==> src/sv/tpm_pkg.sv <==
// ---------------------------------------------------------------------------
// tpm_pkg: shared definitions for the true-peak meter
// Types, register codes, reset values and the polyphase prototype table
// used by the controller, the datapath and the top level.
// ---------------------------------------------------------------------------
package tpm_pkg;

  // default geometry
  localparam int MAX_CHAN_DEF    = 8;
  localparam int PHASE_TAPS_DEF  = 12;
  localparam int OVERSAMPLE_DEF  = 4;
  localparam int SAMPLE_BITS_DEF = 24;
  localparam int COEFF_BITS_DEF  = 18;

  // fixed field widths
  localparam int CHAN_W     = 3;
  localparam int USER_IN_W  = 4;   // command, channel
  localparam int USER_OUT_W = 4;   // out_channel, accepted
  localparam int ACT_W      = 4;
  localparam int DECAY_W    = 24;
  localparam int CFG_ADDR_W = 1;
  localparam int CFG_DATA_W = 24;

  // reset values of the configuration registers
  localparam logic [ACT_W-1:0]   ACT_RESET   = 4'd2;
  localparam logic [DECAY_W-1:0] DECAY_RESET = 24'd16777011;

  // configuration register indexes
  localparam logic [CFG_ADDR_W-1:0] REG_ACTIVE_CHANNELS = 1'b0;
  localparam logic [CFG_ADDR_W-1:0] REG_DECAY_COEFF     = 1'b1;

  // item commands
  localparam logic CMD_SAMPLE = 1'b0;
  localparam logic CMD_CLEAR  = 1'b1;

  // prototype: 48-tap windowed sinc, Q1.17; tap k of phase p is entry k*OS+p
  localparam int PROTO_LEN  = 48;
  localparam int PROTO_BITS = 18;
  localparam int PROTO [PROTO_LEN] = '{
         0,    -11,    -47,    -51,     93,    385,    560,    386,
      -563,  -1924,  -2658,  -1490,   1982,   6279,   8150,   4349,
     -5581, -17304, -22394, -12219,  16673,  58905, 101107, 127495,
    127495, 101107,  58905,  16673, -12219, -22394, -17304,  -5581,
      4349,   8150,   6279,   1982,  -1490,  -2658,  -1924,   -563,
       386,    560,    385,     93,    -51,    -47,    -11,      0
  };

  // prototype entry rescaled to cbits; narrower widths round half up
  function automatic int coeff_q(input int idx, input int cbits);
    int c;
    int s;
    c = 0;
    if (idx >= 0 && idx < PROTO_LEN) c = PROTO[idx];
    if (cbits >= PROTO_BITS) return c <<< (cbits - PROTO_BITS);
    s = PROTO_BITS - cbits;
    return (c + (1 <<< (s - 1))) >>> s;
  endfunction

  // controller states
  typedef enum logic [2:0] {
    ST_IDLE,
    ST_DECODE,
    ST_WRITE,
    ST_MAC,
    ST_DRAIN,
    ST_DECAY,
    ST_FINISH
  } tpm_state_t;

  // controller to datapath
  typedef struct packed {
    logic load;       // take the input request
    logic hist_wr;    // write sample into history, arm the tap loop
    logic mac_issue;  // issue one tap read and multiply
    logic decay;      // apply the decay multiply
    logic finish;     // update channel state and load the result
  } tpm_cmd_t;

  // datapath to controller
  typedef struct packed {
    logic is_clear;
    logic is_active;
    logic issue_last;
    logic pipe_busy;
    logic out_free;
  } tpm_status_t;

endpackage

==> src/sv/tpm_ctrl.sv <==
// ---------------------------------------------------------------------------
// tpm_ctrl: sequencer of the true-peak meter
// Walks a request through decode, history write, the tap loop, pipeline drain,
// decay and result hand-off; clear and inactive requests skip to hand-off.
// ---------------------------------------------------------------------------
module tpm_ctrl (
  input  logic                  clk,
  input  logic                  rst_n,
  input  logic                  in_tvalid,
  output logic                  in_tready,
  input  tpm_pkg::tpm_status_t  status,
  output tpm_pkg::tpm_cmd_t     cmd
);

  tpm_pkg::tpm_state_t state_r, state_nxt;

  // state register
  always_ff @(posedge clk) begin
    if (!rst_n) begin
      state_r <= tpm_pkg::ST_IDLE;
    end else begin
      state_r <= state_nxt;
    end
  end

  // next state and commands
  always_comb begin
    state_nxt = state_r;
    cmd       = '0;
    in_tready = 1'b0;
    unique case (state_r)
      tpm_pkg::ST_IDLE: begin
        in_tready = 1'b1;
        if (in_tvalid) begin
          cmd.load  = 1'b1;
          state_nxt = tpm_pkg::ST_DECODE;
        end
      end
      tpm_pkg::ST_DECODE: begin
        if (status.is_clear || !status.is_active) begin
          state_nxt = tpm_pkg::ST_FINISH;
        end else begin
          state_nxt = tpm_pkg::ST_WRITE;
        end
      end
      tpm_pkg::ST_WRITE: begin
        cmd.hist_wr = 1'b1;
        state_nxt   = tpm_pkg::ST_MAC;
      end
      tpm_pkg::ST_MAC: begin
        cmd.mac_issue = 1'b1;
        if (status.issue_last) state_nxt = tpm_pkg::ST_DRAIN;
      end
      tpm_pkg::ST_DRAIN: begin
        if (!status.pipe_busy) state_nxt = tpm_pkg::ST_DECAY;
      end
      tpm_pkg::ST_DECAY: begin
        cmd.decay = 1'b1;
        state_nxt = tpm_pkg::ST_FINISH;
      end
      tpm_pkg::ST_FINISH: begin
        if (status.out_free) begin
          cmd.finish = 1'b1;
          state_nxt  = tpm_pkg::ST_IDLE;
        end
      end
      default: state_nxt = tpm_pkg::ST_IDLE;
    endcase
  end

endmodule

==> config.mk <==
export PLATFORM = sky130hd
export DESIGN_NAME = tpm_ctrl
export DESIGN_NICKNAME = d
export VERILOG_FILES = /design/src/sv/tpm_pkg.sv /design/src/sv/tpm_ctrl.sv
export SDC_FILE = /design/constraint.sdc
export NUM_CORES = 1
export LEC_CHECK = 0
export CORE_AREA = 3 3 40 42
export CTS_BUF_LIST = sky130_fd_sc_hd__clkbuf_2 sky130_fd_sc_hd__clkbuf_4 sky130_fd_sc_hd__clkbuf_8
export CTS_CLUSTER_SIZE = 28
export DETAILED_ROUTE_END_ITERATION = 10
export DIE_AREA = 0 0 43 45
export DONT_BUFFER_PORTS = 1
export SLEW_MARGIN = 20
export SYNTH_ARGS = -nofsm -noshare
export SYNTH_HDL_FRONTEND = slang
export SYNTH_SLANG_ARGS = --single-unit
==> constraint.sdc <==
create_clock -name clk -period 1.35 [get_ports clk]
set_clock_uncertainty 0.2 [all_clocks]
set_input_delay 0.135 -clock clk [delete_from_list [all_inputs] [get_ports clk]]
set_output_delay 0.135 -clock clk [all_outputs]
set_load 0.05 [all_outputs]
# --- Word-level counts from Yosys, hierarchy flattened ---
# Cells that the tools add are included.
op_classes:
  n_mux: 14
  reduce_logical: 4
  n_eq_ne: 10
op_table:
  columns: ["cell", "count"]
  rows:
  - ["3-bit case mux with 7 select lines", 1]
  - ["3-bit two-way mux", 5]
  - ["3-bit == test (second input constant)", 3]
  - ["1-bit two-way mux", 8]
  - ["2-bit != test (second input constant)", 4]
  - ["3-bit by 2-bit == test with 1-bit output (second input constant)", 2]
  - ["4-bit AND reduction", 1]
  - ["3-bit by 1-bit == test with 1-bit output (second input constant)", 1]
  - ["3-bit logical NOT", 1]
  - ["1-bit logical NOT", 1]
  - ["1-bit logical OR", 1]
word_totals:
  wordCells: 29
  output_inout_bits: 6
  input_bits: 8
  regBits: 3

# --- Depth between registers and ports, before layout ---
# Gate-level depths: netlist of the first run.
logic_depth:
  word_depth: 4
  ltp_mapped: 4
  mapped_depth_nobuf: 3

# --- Least setup slack after synthesis of the first run ---
# Ideal clock, no wire load.
synth_path:
  path_type: "reg-to-output"
  from: "register state_r[2]"
  to: "output port cmd[4] in the netlist's numbering"
  path_stages_with_launch: 4
  slack_ns: -1.110
  arrival_ns: 2.125
  required_time_ns: 1.015
  n_path_buf: 1
  path_cell_list: "dfxtp_1 -> buf_2 -> nor3_1 -> and2_1"
synth_lines:
  columns: ["item", "line", "rtl"]
  rows:
  - ["start, declared", "tpm_ctrl.sv:15", "tpm_pkg::tpm_state_t state_r, state_nxt;"]
  - ["start signal, assigned", "tpm_ctrl.sv:20", "state_r <= tpm_pkg::ST_IDLE;"]
  - ["start signal, assigned", "tpm_ctrl.sv:22", "state_r <= state_nxt;"]
  - ["end, declared", "tpm_ctrl.sv:12", "output tpm_pkg::tpm_cmd_t cmd"]

==> out/results.ini, run 1 <==
[yosys]
syn_area_per_cell_um2 = 7.67
syn-num-nets = 39
synth_area_um2 = 238
ys_types = 19
yosysWarnings = 0
synth_top_area_cell = dfxtp_1
synthFlopType = dfxtp_1
synth_edf_count = 0
synth_area_leaders = dfxtp_1 (25%), buf_6 (9.5%), o21ai_0 (6.3%)
syn_inst = 31
ys_seq_area_share_pct = 25.3
synth_seq_cells = 3
synthTopCellsByCount = dfxtp_1 (3), nand2_1 (3), nor2_1 (3), o21ai_0 (3)
async_flop_share_pct = 0
synth_top_area_share_pct = 25.3

[setup_path]
rr_endpoint = state_r[0]$_SDFFE_PN0P_
cpMaxStageDelayCell = dfxtp_2
path_class = flip-flop to output port
end_kind = output port
crit_cells = 3
path_delay_family = flip-flops
required_ps = 1010
setup.worst_path.start = state_r[2]$_SDFFE_PN0P_
worstPathCellList = buf_4, and3b_2, buf_12
cp_slowest_stage_delay_ps = 360
critPathMaxFanout = 6
cp-start-kind = flip-flop
r2r_cells = 3
reg2reg_setup_slack_ps = 0
timing.rr.start = state_r[1]$_SDFFE_PN0P_
critPathBufInv = 2
arrival_ps = 1100

[pwr]
cellPowerDensity_nw_per_um2 = 1740
irDropWorstVdd_mv = 0.495
p_total_mw = 0.825
power_leakage_nw = 0.195

[grt]
grt_pass1_wl_um = 1080
grt_pass1_vias = 282
grt_max_degree = 9
grt_usage_pct = 7.56
grt_overflow = 0
antenna_found_initial = 0

[cells_and_area]
utilization_pct = 36.8
synthToLayoutAreaGrowth_pct = 98.9
largest_register_ffs = 3
antenna_cells = 0
fin_area_um2 = 473
reg_top3 = state_r (3)
regMostFlops = state_r
nNetsFinal = 55
drive_above_1_share_pct = 58.7

[sta]
fin_crit_sh_pct = 107
hold_violations = 1
fin_crit_ps = 1440
fmax_mhz = 695
whs_ps = -95.8
drv_slew = 0
grt_setup_unrepaired = yes
setup-tns-final_ps = -358
slew_headroom_pct = 87.1
finalSetupViolCount = 7
setup_ws_ps = -89.1
worst_pin_slew_ps = 193

[floorplan]
die_w_um = 43
ios = 14
fp.dieArea_um2 = 1940
start_util_pct = 18.5
row_count = 13
core_um2 = 1280
die_height_um = 45

[placed_design]
dpl_cell_area_um2 = 378
numPortBuffers = 0
dpl.hpwl_um = 542
gp_congestion = 0.782

[route]
vias_per_cell = 4.20
drt-wirelength-per-cell_um = 11.9
drc = 0
via_count = 256
routed_wl_um = 725
first_pass_iters = 4
drtIter0Drc = 4
postRouteAntennaNets = 0

[min_path]
timing.hold.worst_endpoint = state_r[0]$_SDFFE_PN0P_
whs_path_depth = 2
hold_class = primary input to flip-flop
holdCritStartpoint = status[1]

[clock_tree]
cts_made_buffers = 3
ctsHtreeMaxLevel = 1
worstSkewPairLatency_ps = 230
clk_pin_slew_ps = 40
cts.sinks = 3
cts_hold_buffers = 2
cts_max_path_buffers = 2
cts_root_buf = clkbuf_4
cts_tree = built

[run_status]
violations = negative hold slack, negative setup slack
status = finished with violations

[run]
maxCapViolCount = 0

[layout make-up]
| cell class | instances | area, µm² |
|---|---|---|
| Clock buffer | 4 | 30.0 |
| Fill cell | 131 | 812 |
| Tap cell | 15 | 18.8 |
| Inverter | 1 | 3.75 |
| Sequential cell | 3 | 66.3 |
| Multi-Input combinational cell | 24 | 183 |
| Timing Repair Buffer | 14 | 171 |
[routing by layer]
layer	up-vias	GRT usage, %	part of all wire (%)
met5	-	0	0
met4	0	5.42	0
met3	0	1.59	2.6
met2	5	12.9	56
met1	116	8.39	42
li1	135	-	-
[logic make-up (layout without fill, tap and decap cells)]
logic type / after synthesis / in the layout / synth area share, %
AND/OR/NAND/NOR: 16 / 16 / 42.1
flip-flops: 3 / 3 / 25.3
buffers and inverters: 4 / 19 / 13.2
AO/OA/AOI/OAI: 8 / 8 / 19.5
[metrics by stage]
| step | hold WS [ps] | instances | setup WS, ps |
|---|---|---|---|
| final | -95.8 | 61 | -89.1 |
| after global routing | -101 | 61 | -135 |
| after CTS | -108 | 61 | -101 |
| after detailed placement | 60.6 | 53 | 14.0 |
| after global placement | 61.0 | 53 | 27.4 |
| after floorplan | 52.5 | 31 | -231 |
[cell usage in the layout (no fill, tap or decap), drive strengths merged, types with 2 or more instances in the layout]
| cell | netlist | final |
|---|---|---|
| dlygate4sd3 | 0 | 2 |
| or2b | 2 | 2 |
| nor2 | 3 | 3 |
| or3b | 2 | 2 |
| clkbuf | 0 | 4 |
| buf | 3 | 12 |
| o21ai | 3 | 3 |
| dfxtp | 3 | 3 |
| nand2 | 3 | 3 |
| a21oi | 2 | 2 |
| and2 | 2 | 2 |
[worst max-delay path by stage]
stage | end | slack (ps)
2_1_floorplan | cmd[4] | -230
3_3_place_gp | state_r[0]$_SDFFE_PN0P_ | 30
3_5_place_dp | state_r[0]$_SDFFE_PN0P_ | 10
4_1_cts | cmd[4] | -100
5_1_grt | cmd[4] | -130
6_report | cmd[1] | -90
[report_power, final]
group | internal [mW] | switching (mW) | leakage (nW)
registers | 0.118 | 0.0301 | 0.0261
clock network | 0.131 | 0.0484 | 0.0184
logic | 0.238 | 0.260 | 0.151
[timing repair]
item,4_1_cts,5_1_grt
hold endpoints to repair,3,1
resized for setup,9,2
endpoints found under the setup margin,7,8
setup buffers,2,0
pin swaps,4,1
No activity file was read; power rests on OpenSTA's default activity.
==> run 2, diff against run 1 <==
--- a/config.mk
+++ b/config.mk
@@ -5,12 +5,12 @@
 export SDC_FILE = /design/constraint.sdc
 export NUM_CORES = 1
 export LEC_CHECK = 0
+export BUFFER_PORTS_ARGS = -buffer_cell sky130_fd_sc_hd__buf_2
 export CORE_AREA = 3 3 40 42
 export CTS_BUF_LIST = sky130_fd_sc_hd__clkbuf_2 sky130_fd_sc_hd__clkbuf_4 sky130_fd_sc_hd__clkbuf_8
 export CTS_CLUSTER_SIZE = 28
 export DETAILED_ROUTE_END_ITERATION = 10
 export DIE_AREA = 0 0 43 45
-export DONT_BUFFER_PORTS = 1
 export SLEW_MARGIN = 20
 export SYNTH_ARGS = -nofsm -noshare
 export SYNTH_HDL_FRONTEND = slang
==> out/results.ini, run 2 (same netlist as run 1, synthesis figures left out) <==
[run_status]
status = finished with violations
violations = negative hold slack, negative setup slack

[min_path]
hold_class = primary input to flip-flop
whs_path_depth = 3

[placed_design]
gp_congestion = 0.731
dpl_worst_slack_ps = -121
placed_cells = 60
numPortBuffers = 13
dpl.hpwl_um = 460

[grt]
antenna_found_initial = 0
grt_max_degree = 11
grt_pass1_wl_um = 1080
grt_pass1_vias = 271
grt_overflow = 0
grt_usage_pct = 7.91

[clock_tree]
cts_root_buf = clkbuf_4
cts_hold_buffers = 1
cts_made_buffers = 3
clk_pin_slew_ps = 40
cts_max_path_buffers = 2
ctsHtreeMaxLevel = 1
worstSkewPairLatency_ps = 230
cts_tree = built
cts.sinks = 3

[sta]
fin_crit_ps = 1450
finalSetupViolCount = 6
slew_headroom_pct = 89.7
drv_slew = 0
setup_ws_ps = -95.5
hold_violations = 1
grt_setup_unrepaired = yes
fin_crit_sh_pct = 107
worst_pin_slew_ps = 153
whs_ps = -36.5
fmax_mhz = 692

[cells_and_area]
nNetsFinal = 61
antenna_cells = 0
largest_register_ffs = 3
reg_top3 = state_r (3)
final_common_cell = buf_2
synthToLayoutAreaGrowth_pct = 105
utilization_pct = 38.0
regMostFlops = state_r
final_cells = 67
final_cell_mix = buf_2 (7), buf_6 (6), clkbuf_4 (4), buf_4 (4)
drive_above_1_share_pct = 67.3

[setup_path]
reg2reg_setup_slack_ps = 60
end_kind = output port
critPathMaxFanout = 10
cp-start-kind = flip-flop
arrival_ps = 1110
required_ps = 1010
r2r_cells = 3
path_class = flip-flop to output port

[route]
vias_per_cell = 4.24
postRouteAntennaNets = 0
routed_wl_um = 718
via_count = 284
drt-wirelength-per-cell_um = 10.7
drc = 0
first_pass_iters = 1
drtIter0Drc = 0

[floorplan]
start_util_pct = 18.5
die_height_um = 45
fp.dieArea_um2 = 1940
row_count = 13
ios = 14
die_w_um = 43
core_um2 = 1280

[pwr]
cellPowerDensity_nw_per_um2 = 1730
power_leakage_nw = 0.216
p_total_mw = 0.846
irDropWorstVdd_mv = 0.607

[run]
maxCapViolCount = 0

## run 2: changes by cell type in the layout (fill, tap and decap cells not counted), moves of 2 or more
cell / change
buf_8: +2
dfxtp_4: +2
buf_12: -4
buf_2: +7
dfxtp_2: -2
buf_6: +3
nand2_1: -2
nand2_2: +2
## run 2: critical path, cell delays in order (launching register included)
cell     delay [ps]
dfxtp_4         380
buf_6           130
and3b_1         210
buf_6           160
## run 2: area by class of cell
type | instances | area (µm²)
Fill cell | 143 | 797
Multi-Input combinational cell | 24 | 191
Timing Repair Buffer | 20 | 173
Sequential cell | 3 | 71.3
Clock buffer | 4 | 30.0
Tap cell | 15 | 18.8
Inverter | 1 | 3.75
## run 2: routing by layer
layer | part of all wire [%] | vias up | GRT usage, %
li1 | - | 149 | -
met1 | 37 | 130 | 7.23
met2 | 58 | 5 | 12.6
met3 | 4.6 | 0 | 1.99
met4 | 0 | 0 | 10.8
met5 | 0 | - | 0
## run 2: per-stage QoR
stage,TNS (ps),instance area [µm²]
global route,-650,488
finish,-341,488
CTS,-377,468
detailed placement,-293,348
global placement,-151,348
floorplan,-231,262
## run 2: final timing paths
path,from,to
max,state_r[1]$_SDFFE_PN0P_,cmd[1]
min,status[1],state_r[0]$_SDFFE_PN0P_
max reg2reg,state_r[1]$_SDFFE_PN0P_,state_r[2]$_SDFFE_PN0P_
min reg2reg,state_r[1]$_SDFFE_PN0P_,state_r[2]$_SDFFE_PN0P_
## run 2: repair_timing
action / 4_1_cts / 5_1_grt
endpoints found under the hold margin: 3 / 1
setup buffers: 1 / 1
gates resized for setup: 24 / 4
endpoints found under the setup margin: 8 / 7
gates cloned: 0 / 0
pin swaps: 2 / 3
## run 2: report_power, final
part	internal, mW	total (mW)	switching [mW]
clock	0.131	0.177	0.0459
combinational	0.246	0.486	0.240
sequential	0.122	0.184	0.0610
total	0.499	0.846	0.347
==> run 3, diff against run 2 <==
==> constraint.sdc (replaced) <==
create_clock -name clk -period 1.3 [get_ports clk]
set_clock_uncertainty 0.2 [all_clocks]
set_input_delay 0.13 -clock clk [delete_from_list [all_inputs] [get_ports clk]]
set_output_delay 0.13 -clock clk [all_outputs]
set_load 0.05 [all_outputs]
==> out/results.ini, run 3 (same netlist as run 1, synthesis figures left out) <==
[clock_tree]
clk_pin_slew_ps = 40
ctsHtreeMaxLevel = 1
cts_root_buf = clkbuf_4
worstSkewPairLatency_ps = 230
cts_made_buffers = 3
cts_max_path_buffers = 2
cts_tree = built
cts.sinks = 3
cts_hold_buffers = 2

[setup_path]
cp-start-kind = flip-flop
critPathMaxFanout = 10
path_class = flip-flop to output port
cp_slowest_stage_delay_ps = 320
worstPathCellList = buf_12, nor3_4, and2_4, buf_8
arrival_ps = 1100
cpMaxStageDelayCell = dfxtp_2
required_ps = 970
end_kind = output port

[pwr]
p_total_mw = 0.857
combPwrFrac_pct = 58.6
cellPowerDensity_nw_per_um2 = 1800
p_int_mw = 0.508
irDropWorstVdd_mv = 0.529
switching_share_pct = 40.7
power_leakage_nw = 0.207
p_sw_mw = 0.349
p_clk_share_pct = 21.6
pwr-share-seq_pct = 19.8

[grt]
grt_pass1_vias = 256
antenna_found_initial = 0
grt_max_degree = 11
grt_pass1_wl_um = 993
grt_usage_pct = 6.91
grt_overflow = 0

[cells_and_area]
final_cell_mix = buf_2 (7), clkbuf_4 (4), buf_6 (4)
regMostFlops = state_r
final_common_cell = buf_2
largest_register_ffs = 3
antenna_cells = 0
nNetsFinal = 60
reg_top3 = state_r (3)
synthToLayoutAreaGrowth_pct = 100
drive_above_1_share_pct = 62.7
fin_area_um2 = 475

[min_path]
hold_class = primary input to flip-flop

[sta]
whs_ps = -37.9
drv_slew = 0
worst_pin_slew_ps = 191
setup-tns-final_ps = -599
fin_crit_sh_pct = 110
setup_ws_ps = -129
finalSetupViolCount = 8
grt_setup_unrepaired = yes
slew_headroom_pct = 87.2
hold_violations = 1
fmax_mhz = 700
fin_crit_ps = 1430

[placed_design]
numPortBuffers = 13
dpl_cell_area_um2 = 353
gp_congestion = 0.739
dpl.hpwl_um = 456

[route]
drc = 0
vias_per_cell = 4.17
postRouteAntennaNets = 0
routed_wl_um = 629
first_pass_iters = 2
drt-wirelength-per-cell_um = 9.53
drtIter0Drc = 3
via_count = 275

[run]
maxCapViolCount = 0

[run_status]
violations = negative hold slack, negative setup slack
status = finished with violations

[floorplan]
ios = 14
start_util_pct = 18.5
die_height_um = 45
fp.dieArea_um2 = 1940
die_w_um = 43
core_um2 = 1280
row_count = 13

run 3: stage by stage:
step                utilization, %  setup WS (ps)  cells  hold slack, ps
floorplan                        -           -276     31            47.5
CTS                           36.3           -145     66           -28.5
detailed placement            27.5          -63.5     59             161
global placement              27.5          -47.2     59             164
global route                  37.0           -190     66           -15.0
finish                        37.0           -129     66           -37.9
run 3: final timing paths:
path	start	endpoint	slack, ps	depth (start not counted)
worst min-delay path	status[1]	state_r[0]$_SDFFE_PN0P_	-40	3
worst max register to register	state_r[1]$_SDFFE_PN0P_	state_r[0]$_SDFFE_PN0P_	-60	3
worst max-delay path	state_r[1]$_SDFFE_PN0P_	cmd[4]	-130	4
worst min register to register	state_r[1]$_SDFFE_PN0P_	state_r[2]$_SDFFE_PN0P_	370	2
run 3: metal layers:
layer / share of wire (%) / global-route usage, %
met1: 40 / 7.95
met2: 55 / 10.5
met3: 4.8 / 3.59
met4: 0 / 3.61
met5: 0 / 0
run 3: worst max-delay path: cells and delay by family, from the launching register on:
family | cells | cell delay [ps]
AND/OR/NAND/NOR | 2 | 280
buffers and inverters | 2 | 260
flip-flops | 1 | 320
run 3: timing repair:
| action | in CTS | in global routing |
|---|---|---|
| pin swaps | 5 | 2 |
| resized for setup | 20 | 2 |
| setup endpoints to repair | 9 | 8 |
| hold endpoints to repair | 3 | 1 |
| buffers inserted | 1 | 0 |
run 3: power by group through the flow:
stage	clock, mW	sequential (mW)	combinational (mW)
2_1_floorplan	0	0.124	0.342
3_3_place_gp	0	0.157	0.391
3_5_place_dp	0	0.160	0.394
4_1_cts	0.190	0.169	0.495
5_1_grt	0.205	0.173	0.533
6_report	0.185	0.169	0.503
run 3: layout make-up:
| class | count | area [µm²] |
|---|---|---|
| tap | 15 | 18.8 |
| clock buffer | 4 | 30.0 |
| inverter | 1 | 3.75 |
| sequential | 3 | 68.8 |
| multi-input combinational | 24 | 181 |
| timing repair buffer | 19 | 173 |
| fill | 145 | 810 |
